--- config.mk ---
export PLATFORM = sky130hd
export DESIGN_NAME = tfct_color
export DESIGN_NICKNAME = d
export VERILOG_FILES = /design/src/tfct_pkg.sv /design/src/tfct_color.sv
export SDC_FILE = /design/constraint.sdc
export NUM_CORES = 1
export LEC_CHECK = 0
export ABC_AREA = 1
export BUFFER_PORTS_ARGS = -buffer_cell sky130_fd_sc_hd__clkbuf_2
export CORE_UTILIZATION = 57
export DETAILED_ROUTE_END_ITERATION = 16
export GPL_TIMING_DRIVEN = 0
export PLACE_DENSITY = 0.9
export SETUP_SLACK_MARGIN = 0.3
export SLEW_MARGIN = 20
export SYNTH_ARGS = -nofsm -noshare
export SYNTH_HDL_FRONTEND = slang
export SYNTH_SLANG_ARGS = --single-unit
--- constraint.sdc ---
create_clock -name vclk -period 9.4
set_clock_uncertainty 0.2 [all_clocks]
set_input_delay 1.41 -clock vclk [all_inputs]
set_output_delay 1.41 -clock vclk [all_outputs]
set_load 0.01 [all_outputs]
--- src/tfct_pkg.sv ---
package tfct_pkg;

  localparam int PALETTE_ENTRIES_DEF = 65536;
  localparam int MAX_DIM_DEF         = 1024;

  localparam int CMD_W    = 1;
  localparam int COORD_W  = 10;
  localparam int TEXEL_W  = 32;
  localparam int PIDX_W   = 16;
  localparam int COLOR_W  = 32;
  localparam int ADDR_W   = 21;
  localparam int WORD_W   = 16;
  localparam int FMT_W    = 3;
  localparam int DIM_W    = 11;
  localparam int CFG_IDX_W = 2;

  localparam int S_DATA_W = 104;  // 100 bits of fields, padded to bytes
  localparam int M_DATA_W = 56;   // 53 bits of fields, padded to bytes

  // command codes
  localparam logic [CMD_W-1:0] CMD_CONVERT   = 1'b0;
  localparam logic [CMD_W-1:0] CMD_PAL_WRITE = 1'b1;

  // texel formats
  localparam logic [FMT_W-1:0] FMT_ARGB32    = 3'd0;
  localparam logic [FMT_W-1:0] FMT_PAL_OPQ   = 3'd1;
  localparam logic [FMT_W-1:0] FMT_PAL_ALPHA = 3'd2;
  localparam logic [FMT_W-1:0] FMT_RGB5551   = 3'd3;
  localparam logic [FMT_W-1:0] FMT_YCBCR     = 3'd4;

  // configuration register indexes
  localparam logic [CFG_IDX_W-1:0] REG_FORMAT     = 2'd0;
  localparam logic [CFG_IDX_W-1:0] REG_RAW_WIDTH  = 2'd1;
  localparam logic [CFG_IDX_W-1:0] REG_RAW_HEIGHT = 2'd2;

  // Stage-1 contents handed to the color converter
  typedef struct packed {
    logic [FMT_W-1:0]   fmt;
    logic               in_range;
    logic [TEXEL_W-1:0] texel;
    logic [COLOR_W-1:0] pal;
    logic [16:0]        y298;
    logic [16:0]        cr409;
    logic [14:0]        cb100;
    logic [15:0]        cr208;
    logic [17:0]        cb516;
  } tfct_stage_t;

endpackage

--- src/tfct_color.sv ---
module tfct_color (
  input  tfct_pkg::tfct_stage_t            stage,
  output logic [tfct_pkg::WORD_W-1:0]      word_first,
  output logic [tfct_pkg::WORD_W-1:0]      word_second
);
  import tfct_pkg::*;

  logic signed [19:0] common, rv, gv, bv;
  logic [7:0] r8, g8, b8;
  logic [7:0] pa, pr, pg, pb;
  logic [15:0] c16;

  function automatic logic [7:0] sat8(input logic signed [19:0] v);
    logic [7:0] res;
    if (v < 0) begin
      res = 8'd0;
    end else if (v > 20'sd65535) begin
      res = 8'd255;
    end else begin
      res = v[15:8];
    end
    return res;
  endfunction

  always_comb begin
    common = signed'(20'(stage.y298)) - 20'sd56992;
    rv = common + signed'(20'(stage.cr409));
    gv = common - signed'(20'(stage.cb100)) - signed'(20'(stage.cr208)) + 20'sd91776;
    bv = common + signed'(20'(stage.cb516)) - 20'sd13696;
    r8 = sat8(rv);
    g8 = sat8(gv);
    b8 = sat8(bv);

    pa  = stage.pal[31:24];
    pr  = stage.pal[23:16];
    pg  = stage.pal[15:8];
    pb  = stage.pal[7:0];
    c16 = stage.texel[15:0];

    word_first  = '0;
    word_second = '0;
    if (stage.in_range) begin
      case (stage.fmt)
        FMT_ARGB32: begin
          word_first  = stage.texel[31:16];
          word_second = stage.texel[15:0];
        end
        FMT_PAL_OPQ: begin
          word_first = {1'b1, pr[7:3], pg[7:3], pb[7:3]};
        end
        FMT_PAL_ALPHA: begin
          word_first = {1'b0, pa[7:5], pr[7:4], pg[7:4], pb[7:4]};
        end
        FMT_RGB5551: begin
          if (c16[0]) begin
            word_first = {1'b1, c16[15:11], c16[10:6], c16[5:1]};
          end else begin
            word_first = {4'b0, c16[15:12], c16[10:7], c16[5:2]};
          end
        end
        FMT_YCBCR: begin
          word_first  = {8'hFF, r8};
          word_second = {g8, b8};
        end
        default: begin
          word_first  = '0;
          word_second = '0;
        end
      endcase
    end
  end

endmodule

==> impl_results.md, run 1 <==
- Vias in the first global route: 5447
- Gr ovfl total: 0
- Worst Path Arrival: 5.45 ns
- Worst EP required: 7.79 ns
- Routability congestion estimate: 0.9579
- Routed Antenna Nets: 0
- Max Freq: 141.7 MHz
- Critical-path cell list: clkbuf_2 > inv_1 > a21oi_2 > or2_1 > nand2_1 > and3b_1 > xor2_1 > inv_1 > fa_1 > inv_1 > ha_1 > ha_1 > a21oi_1 > nand2_1 > a21oi_2 > nand2_2 > nand2_1 > nand2_2 > o21ai_4 > nand2_1 > nand2_1 > a21oi_1 > clkbuf_2
- Synth Instances: 840
- Design Power: 0.0005886 W
- WHS Endpoint: word_second[1]
- CP Max Fanout: 8
- Startpoint types: input pin
- PortBufs: 168
- Area grow syn2layout: 19.26%
- CTS Hold Bufs: 0
- Initial antenna violation count: 0
- Post_cts resized: 0
- Placed instance area: 6020 um^2
- CP max stage delay: 0.49 ns
- Hold Crit Start: stage[116]
- Syn_nets: 1096
- Unrepaired setup endpoints after global routing: false
- Vias per cell: 5.427
- Power Density: 97.78 nW/um^2
- Row cnt: 33
- Slew Limit Fails: 0
- Worst IR Drop VDD: 0.07745 mV
- DIE WIDTH: 96.10 um
- Comb power frac: 100.0%
- Yosys top cell area share: 21.32%
- CLK BUF: 0
- CP Buf/Inv Count: 5
- Sw power: 0.0003623 W
- DRC viols: 0
- Final min period: 7.057 ns
- Initial Util: 60.22%
- WL final: 14570 um
- Share of cells above drive strength 1: 24.60%
- Core area: 8382 um^2
- Layout net count: 1266
- Final setup violation count: 0
- Seq cells: 0
- Post-synthesis sequential area ratio: 0%
- Iteration count of the initial detailed-routing pass: 5
- Family with the most delay on the worst path: adder cells
- Avg Inst Size Synth: 6.009 um^2
- GRT Total Usage: 31.33%
- Ys Warns: 0
- Via Count: 6040
- DR iter-0 viols: 439
- Sequential power share: 0%
- Post-synthesis cell area: 5047 um^2
- Worst setup path category: in2out
- Final worst-path cycle share: 75.07%
- Leading area contributor after synthesis: ha_1
- Slew @ Worst Pin: 0.7169 ns
- N_diodes: 0
- Finished Cell Area: 6020 um^2
- Synth unique cells: 46
- Synth area leaders: ha_1 (21%), nand2_1 (19%), inv_1 (11%)
- Sw frac: 61.56%
- First-pass GRT wire length: 22850 um
- Worst Setup SP: stage[71]
- Dpl hpwl: 13150 um
- CP dominant cell by count: nand2_1
- Hold Path Class: in2out
- Hold Path Cell Cnt: 4
- Post-DR wirelength/cell: 13.09 um
- Fin Setup TNS: 0 ns
- Rel. slew slack: 52.21%
- I/O pin cnt: 183
- Setup Buffers After CTS: 0
- LEAKAGE: 3.502 nW
- Worst Setup End Kind: output pin
- Final hold vios: 0
- Clock Power Share: 0%
- Most numerous cell in the Yosys netlist: nand2_1
- Max capacitance violation total: 0
- Register area: 0 um^2
- Internal power: 0.0002263 W
- Slowest CP cell: fa_1
- Status: complete, no violations
- Most common library cells after synthesis: nand2_1 (259), inv_1 (145), ha_1 (86)
- Pin count of the biggest net entering global routing: 11
- DIE AREA: 9235 um^2
- Die H: 96.10 um
-- cell type report --
cell class,instances,area [um^2]
Buffer,9,41.29
Timing Repair Buffer,168,840.8
Multi-Input combinational cell,674,4414
Tap cell,105,131.4
Inverter,157,591.8
Fill cell,759,2362
-- per-stage QoR --
stage / util, % / hold slack (ns) / instances / worst slack [ns]
final: 71.82 / 2.952 / 1113 / 2.343
after global routing: 71.82 / 2.974 / 1113 / 2.008
after CTS: 71.82 / 2.955 / 1113 / 2.354
after detailed placement: 71.82 / 2.953 / 1113 / 2.363
after global placement: 71.82 / 2.947 / 1113 / 2.383
after floorplan: - / 2.748 / 840 / 3.199
-- power groups by stage --
stage / sequential, W / combinational [W] / clock, W
floorplan: 0 / 0.000433 / 0
detailed placement: 0 / 0.000581 / 0
global route: 0 / 0.000667 / 0
global placement: 0 / 0.000573 / 0
CTS: 0 / 0.000584 / 0
finish: 0 / 0.000589 / 0
-- per-layer routing --
metal	GRT usage, %	share of wire (%)
met5	0	0
met2	55.61	48
met3	2.212	6.6
met1	40.47	42
met4	8.706	3.0
-- worst max path at each step --
stage	to	slack, ns	cells past startpoint
after floorplan	word_second[10]	3.20	21
after global placement	word_second[15]	2.38	23
after detailed placement	word_second[15]	2.36	23
after CTS	word_second[15]	2.35	23
after global routing	word_second[15]	2.01	23
final	word_second[10]	2.34	23
-- placed cells by master (no fill, tap or decap), types with 5 or more instances in the layout --
cell | Yosys | final
a21oi_2 | 14 | 14
xnor2_1 | 16 | 16
a21oi_1 | 61 | 61
inv_2 | 10 | 10
xor2_1 | 11 | 11
nor2_1 | 42 | 42
a221oi_1 | 10 | 10
clkbuf_2 | 0 | 168
nor3_2 | 5 | 5
nand3_1 | 42 | 42
inv_1 | 145 | 145
ha_1 | 86 | 86
clkbuf_1 | 5 | 5
nand2_2 | 17 | 17
nand4_1 | 9 | 9
nor2_2 | 8 | 8
nand2_1 | 259 | 259
o21bai_1 | 5 | 5
o21ai_0 | 24 | 24
fa_1 | 19 | 19
nand3b_1 | 5 | 5
mux2_2 | 9 | 9
-- logic make-up (layout without fill, tap and decap cells) --
logic type	Yosys count	after routing	synth area share [%]
AOI/OAI and AO/OA	131	131	16.66
muxes	9	9	2.008
and+or+nand+nor	401	401	34.93
buffers and inverters	166	334	12.54
adders and majority gates	105	105	28.85
xor gates and xnor gates	28	28	5.007
Note: power is estimated with default switching activity, not from simulation.
==> run 2: changes to the inputs <==
--- a/config.mk
+++ b/config.mk
@@ -7,10 +7,10 @@
 export LEC_CHECK = 0
 export ABC_AREA = 1
 export BUFFER_PORTS_ARGS = -buffer_cell sky130_fd_sc_hd__clkbuf_2
-export CORE_UTILIZATION = 57
+export CORE_UTILIZATION = 53
 export DETAILED_ROUTE_END_ITERATION = 16
 export GPL_TIMING_DRIVEN = 0
-export PLACE_DENSITY = 0.9
+export PLACE_DENSITY = 0.85
 export SETUP_SLACK_MARGIN = 0.3
 export SLEW_MARGIN = 20
 export SYNTH_ARGS = -nofsm -noshare
==> constraint.sdc (replaced) <==
create_clock -name vclk -period 6.6
set_clock_uncertainty 0.2 [all_clocks]
set_input_delay 0.99 -clock vclk [all_inputs]
set_output_delay 0.99 -clock vclk [all_outputs]
set_load 0.01 [all_outputs]
==> run 2 against run 1 <==
Effect of this change:
- global-route usage shrank 2.9 points
- first-iteration DRC count down 23%
- cell area is 1.0% higher
- critical path type unchanged
- largest power group unchanged
==> impl_results.md, run 2 (same netlist as run 1, synthesis figures left out) <==
- Area of the multi-input gates: 4444 um^2 (was 4414 um^2)
- Fill count: 870 (was 759)
- Critical-path cell list: clkbuf_2 > inv_1 > a21oi_2 > or2_1 > nand2_1 > and3b_1 > xor2_4 > inv_1 > fa_1 > inv_1 > ha_1 > ha_1 > a21oi_1 > nand2_1 > a21oi_2 > nand2_2 > nand2_1 > nand2_2 > o21ai_4 > nand2_1 > nand2_1 > a21oi_1 > clkbuf_2 (was clkbuf_2 > inv_1 > a21oi_2 > or2_1 > nand2_1 > and3b_1 > xor2_1 > inv_1 > fa_1 > inv_1 > ha_1 > ha_1 > a21oi_1 > nand2_1 > a21oi_2 > nand2_2 > nand2_1 > nand2_2 > o21ai_4 > nand2_1 > nand2_1 > a21oi_1 > clkbuf_2)
- Final min period: 6.031 ns
- Worst EP required: 5.41 ns (was 7.79 ns)
- Startpoint types: input pin (unchanged)
- Pin count of the biggest net entering global routing: 11 (unchanged)
- DR iter-0 viols: 337 (was 439)
- Unrepaired setup endpoints after global routing: false (unchanged)
- Initial antenna violation count: 0 (unchanged)
- Max capacitance violation total: 0 (unchanged)
- WL final: 14380 um (was 14570 um)
- CP Buf/Inv Count: 5 (unchanged)
- Slew Limit Fails: 0 (unchanged)
- Worst Path Arrival: 4.84 ns (was 5.45 ns)
- Hold Path Cell Cnt: 4 (unchanged)
- Gr ovfl total: 0 (unchanged)
- CLK BUF: 0 (unchanged)
- Final setup violation count: 0 (unchanged)
- Final worst-path cycle share: 91.38%
- PortBufs: 168 (unchanged)
- Row cnt: 35 (was 33)
- CP dominant cell by count: nand2_1 (unchanged)
- Share of cells above drive strength 1: 24.90% (was 24.60%)
- GRT Total Usage: 28.47% (was 31.33%)
- DIE WIDTH: 99.59 um (was 96.10 um)
- CTS Hold Bufs: 0 (unchanged)
- Iteration count of the initial detailed-routing pass: 5 (unchanged)
- Vias in the first global route: 5444 (was 5447)
- Post-DR wirelength/cell: 12.65 um (was 13.09 um)
- Setup Buffers After CTS: 0 (unchanged)
- WP depth: 23 (unchanged)
- Dpl hpwl: 12930 um (was 13150 um)
- Slowest CP cell: fa_1 (unchanged)
- Register area: 0 um^2 (unchanged)
- Busiest grt layer: met2 (unchanged)
- Core area: 9240 um^2 (was 8382 um^2)
- I/O pin cnt: 183 (unchanged)
- Routing usage on met3: 1.687% (was 2.212%)
- First-pass GRT wire length: 23160 um (was 22850 um)
- Rel. slew slack: 54.39% (was 52.21%)
- Fin Setup TNS: 0 ns (unchanged)
- Routability congestion estimate: 1.022 (was 0.9579)
- Power Density: 138.0 nW/um^2 (was 97.78 nW/um^2)
- N_diodes: 0 (unchanged)
- Status: complete, no violations (unchanged)
- Worst setup path category: in2out (unchanged)
- GRT met1 Usage: 37.09% (was 40.47%)
- Routed Antenna Nets: 0 (unchanged)
- CP Max Fanout: 8 (unchanged)
- WHS Endpoint: word_second[1] (unchanged)
- Family with the most delay on the worst path: adder cells (unchanged)
- Via Count: 5994 (was 6040)
- DIE AREA: 9917 um^2 (was 9235 um^2)
- Most frequent cells in the layout: nand2_1 (259), clkbuf_2 (168), inv_1 (145) (unchanged)
- Area grow syn2layout: 20.45% (was 19.26%)
- Hold Path Class: in2out (unchanged)
- Layout net count: 1266 (unchanged)
- Commonest non-fill, non-tap cell in the layout: nand2_1 (unchanged)
- Slew @ Worst Pin: 0.6842 ns (was 0.7169 ns)
- CP max stage delay: 0.48 ns (was 0.49 ns)
- Initial Util: 54.62% (was 60.22%)
- Die H: 99.59 um (was 96.10 um)
- Vias per cell: 5.272 (was 5.427)
- Met2 usage: 51.18% (was 55.61%)
- Design Power: 0.0008391 W (was 0.0005886 W)
- Max Freq: 165.8 MHz
- Seq cells: 0 (unchanged)
- Worst IR Drop VDD: 0.1171 mV (was 0.07745 mV)
- LEAKAGE: 3.507 nW (was 3.502 nW)
- Finished Cell Area: 6080 um^2 (was 6020 um^2)
- Fin util: 65.80% (was 71.82%)
- DRC viols: 0 (unchanged)
- Placed instance area: 6050 um^2 (was 6020 um^2)
- Final hold vios: 0 (unchanged)
- Hold Crit Start: stage[116] (unchanged)
- Worst Setup End Kind: output pin (unchanged)
run 2: cell counts in the layout (fill, tap and decap cells not counted):
Identical to the previous run, type by type.
run 2: repair_timing:
item / CTS / global route
gates resized for setup: 0 / 4
hold endpoints to repair: 0 / 0
setup endpoints to repair: 0 / 8
run 2: layout make-up:
| class | count | area share (%) |
|---|---|---|
| multi-input cells | 674 | 73.10 |
| repair buffers | 168 | 13.83 |
| inverters | 157 | 9.735 |
| well taps | 129 | 2.655 |
| plain buffers | 9 | 0.6792 |
run 2: tightest hold or removal path: cells and delay by family:
family / cells / cell delay [ns]
simple gates: 1 / 0.07
compound gates: 1 / 0.05
buf+inv: 2 / 0.21
run 2: worst max-delay path by stage:
| stage | from | endpoint | slack [ns] |
|---|---|---|---|
| 2_1_floorplan | stage[71] | word_second[10] | 1.24 |
| 3_3_place_gp | stage[71] | word_second[14] | 0.49 |
| 3_5_place_dp | stage[71] | word_second[12] | 0.47 |
| 4_1_cts | stage[71] | word_second[12] | 0.46 |
| 5_1_grt | stage[71] | word_second[15] | 0.30 |
| 6_report | stage[71] | word_second[15] | 0.57 |
run 2: report_power, final:
| group | switching, W | internal, W |
|---|---|---|
| Sequential | 0 | 0 |
| Clock | 0 | 0 |
| Combinational | 0.000516 | 0.000324 |
| Total | 0.000516 | 0.000324 |
run 2: metal layers:
layer,share of wire [%],wire length (um),vias to the layer above
met1,43,6243,2678
met5,0,0,-
met2,48,6889,230
met4,2.7,388,0
li1,-,-,3044
met3,6.0,863,42
run 2: stage by stage:
| step | cells | hold WS (ns) | setup slack (ns) |
|---|---|---|---|
| finish | 1137 | 2.108 | 0.5687 |
| global route | 1137 | 2.135 | 0.3026 |
| CTS | 1137 | 2.108 | 0.4578 |
| detailed placement | 1137 | 2.108 | 0.4717 |
| global placement | 1137 | 2.108 | 0.4903 |
| floorplan | 840 | 1.908 | 1.239 |
==> run 3: changes to the inputs <==
--- a/config.mk
+++ b/config.mk
@@ -7,6 +7,7 @@
 export LEC_CHECK = 0
 export ABC_AREA = 1
 export BUFFER_PORTS_ARGS = -buffer_cell sky130_fd_sc_hd__clkbuf_2
+export CORE_MARGIN = 10
 export CORE_UTILIZATION = 53
 export DETAILED_ROUTE_END_ITERATION = 16
 export GPL_TIMING_DRIVEN = 0
==> run 3 against run 2 <==
Effect of this change:
- hold slack improved by 0.0029 ns
- global-route usage decreased by 6.3 points
- cell count unchanged
- first-iteration DRC count increased by 22%
- count of clock-buffer cells in the layout unchanged
- cell area about the same
- via count increased by 0.27%
- routed wire length increased by 13%
- critical path type unchanged
- largest cell class unchanged
==> impl_results.md, run 3 (same netlist as run 1, synthesis figures left out) <==
- Core area: 9240 um^2 (unchanged)
- Layout net count: 1266 (unchanged)
- LEAKAGE: 3.507 nW (about the same)
- Worst setup path category: in2out (unchanged)
- Pin count of the biggest net entering global routing: 11 (unchanged)
- Die H: 117.6 um (was 99.59 um)
- DIE AREA: 13830 um^2 (was 9917 um^2)
- PortBufs: 168 (unchanged)
- Worst IR Drop VDD: 0.1276 mV (was 0.1171 mV)
- GRT Total Usage: 22.18% (was 28.47%)
- Slew @ Worst Pin: 0.7390 ns (was 0.6842 ns)
- Final setup violation count: 0 (unchanged)
- DIE WIDTH: 117.6 um (was 99.59 um)
- Final min period: 6.037 ns (was 6.031 ns)
- First-pass GRT wire length: 26460 um (was 23160 um)
- Vias in the first global route: 5843 (was 5444)
- N_diodes: 0 (unchanged)
- Seq cells: 0 (unchanged)
- Worst Setup End Kind: output pin (unchanged)
- Met2 usage: 42.06% (was 51.18%)
- CP Max Fanout: 8 (unchanged)
- Hold Path Class: in2out (unchanged)
- Initial antenna violation count: 0 (unchanged)
- Post-DR wirelength/cell: 14.35 um (was 12.65 um)
- Iteration count of the initial detailed-routing pass: 5 (unchanged)
- Status: complete, no violations (unchanged)
- Inst Count DP: 1137 (unchanged)
- Post-route insts no fill: 1137 (unchanged)
- Worst Setup SP: stage[71] (unchanged)
- Fill count: 878 (was 870)
- CP Capture Point: word_second[15] (unchanged)
- CLK BUF: 0 (unchanged)
- Finished Cell Area: 6081 um^2 (was 6080 um^2)
- WL final: 16320 um (was 14380 um)
- Max capacitance violation total: 0 (unchanged)
- Routability congestion estimate: 0.9558 (was 1.022)
- Most frequent cells in the layout: nand2_1 (259), clkbuf_2 (168), inv_1 (145) (unchanged)
- Fin Hold WS: 2.111 ns (was 2.108 ns)
- Share of cells above drive strength 1: 25.00% (was 24.90%)
- Routed Antenna Nets: 0 (unchanged)
- Placed instance area: 6050 um^2 (unchanged)
- Final worst-path cycle share: 91.47% (was 91.38%)
- Area grow syn2layout: 20.48% (was 20.45%)
- Dpl hpwl: 14780 um (was 12930 um)
- Rel. slew slack: 50.73% (was 54.39%)
- Final hold vios: 0 (unchanged)
- Max Freq: 165.6 MHz (was 165.8 MHz)
- Fin util: 65.81% (was 65.80%)
- DR iter-0 viols: 410 (was 337)
- Worst EP required: 5.41 ns (about the same)
- Routing usage on met3: 1.727% (was 1.687%)
- Initial Util: 54.62% (unchanged)
- Register area: 0 um^2 (unchanged)
- DRC viols: 0 (unchanged)
- Unrepaired setup endpoints after global routing: false (unchanged)
- Row cnt: 35 (unchanged)
- Area of the multi-input gates: 4446 um^2 (was 4444 um^2)
- Worst Path Arrival: 4.85 ns (was 4.84 ns)
- I/O pin cnt: 183 (unchanged)
- Vias per cell: 5.286 (was 5.272)
- Fin Setup TNS: 0 ns (unchanged)
- Slew Limit Fails: 0 (unchanged)
- Power Density: 139.1 nW/um^2 (was 138.0 nW/um^2)
- Gr ovfl total: 0 (unchanged)
- Busiest grt layer: met2 (unchanged)
- Startpoint types: input pin (unchanged)
- Via Count: 6010 (was 5994)
- GRT met1 Usage: 25.90% (was 37.09%)
- Commonest non-fill, non-tap cell in the layout: nand2_1 (unchanged)
[run 3: changes by cell type in the layout (fill, tap and decap cells not counted)]
cell and delta:
and3b_1 -1, and3b_2 +1
[run 3: final cells by class]
cell class	count	share of cell area, %
Buffer	9	0.6790
Tap cell	129	2.654
Multi-Input combinational cell	674	73.11
Timing Repair Buffer	168	13.83
Inverter	157	9.733
[run 3: worst min-delay path by stage]
stage / startpoint / end / slack (ns) / depth (start not counted)
after floorplan: stage[116] / word_second[1] / 1.91 / 2
after global placement: stage[116] / word_second[1] / 2.11 / 4
after detailed placement: stage[116] / word_second[1] / 2.11 / 4
after CTS: stage[116] / word_second[1] / 2.11 / 4
after global routing: stage[116] / word_second[1] / 2.12 / 4
final: stage[116] / word_second[1] / 2.11 / 4
[run 3: timing repair]
item,CTS,global route
setup endpoints to repair,0,8
hold buffers,0,0
resized for setup,0,5
setup buffers,0,0
[run 3: metal layers]
metal	up-vias	share of wire [%]	wire (um)
met4	0	2.9	480
li1	3048	-	-
met1	2728	41	6645
met3	36	5.3	869
met2	198	51	8325
met5	-	0	0
[run 3: worst max-delay path, cell delays in order]
cell	delay, ns
clkbuf_2	0.08
inv_1	0.18
a21oi_2	0.10
or2_1	0.25
nand2_1	0.10
and3b_2	0.27
xor2_4	0.23
inv_1	0.08
fa_1	0.49
inv_1	0.04
ha_1	0.29
ha_1	0.39
a21oi_2	0.22
nand2_1	0.11
a21oi_2	0.19
nand2_2	0.09
nand2_1	0.07
nand2_2	0.06
o21ai_4	0.22
nand2_1	0.08
nand2_1	0.07
a21oi_1	0.06
clkbuf_2	0.17
[run 3: power by group]
part	internal, W	leakage [nW]	switching (W)	total, W
Combinational	0.000325	3.51	0.000521	0.000846
Sequential	0	0	0	0
Clock	0	0	0	0
[run 3: metrics by stage]
stage	total power [W]	worst slack, ns
finish	0.0008457	0.5631
global route	0.0009503	0.3059
CTS	0.0008323	0.3811
detailed placement	0.0008279	0.3911
global placement	0.0008132	0.4552
floorplan	0.0006161	1.239
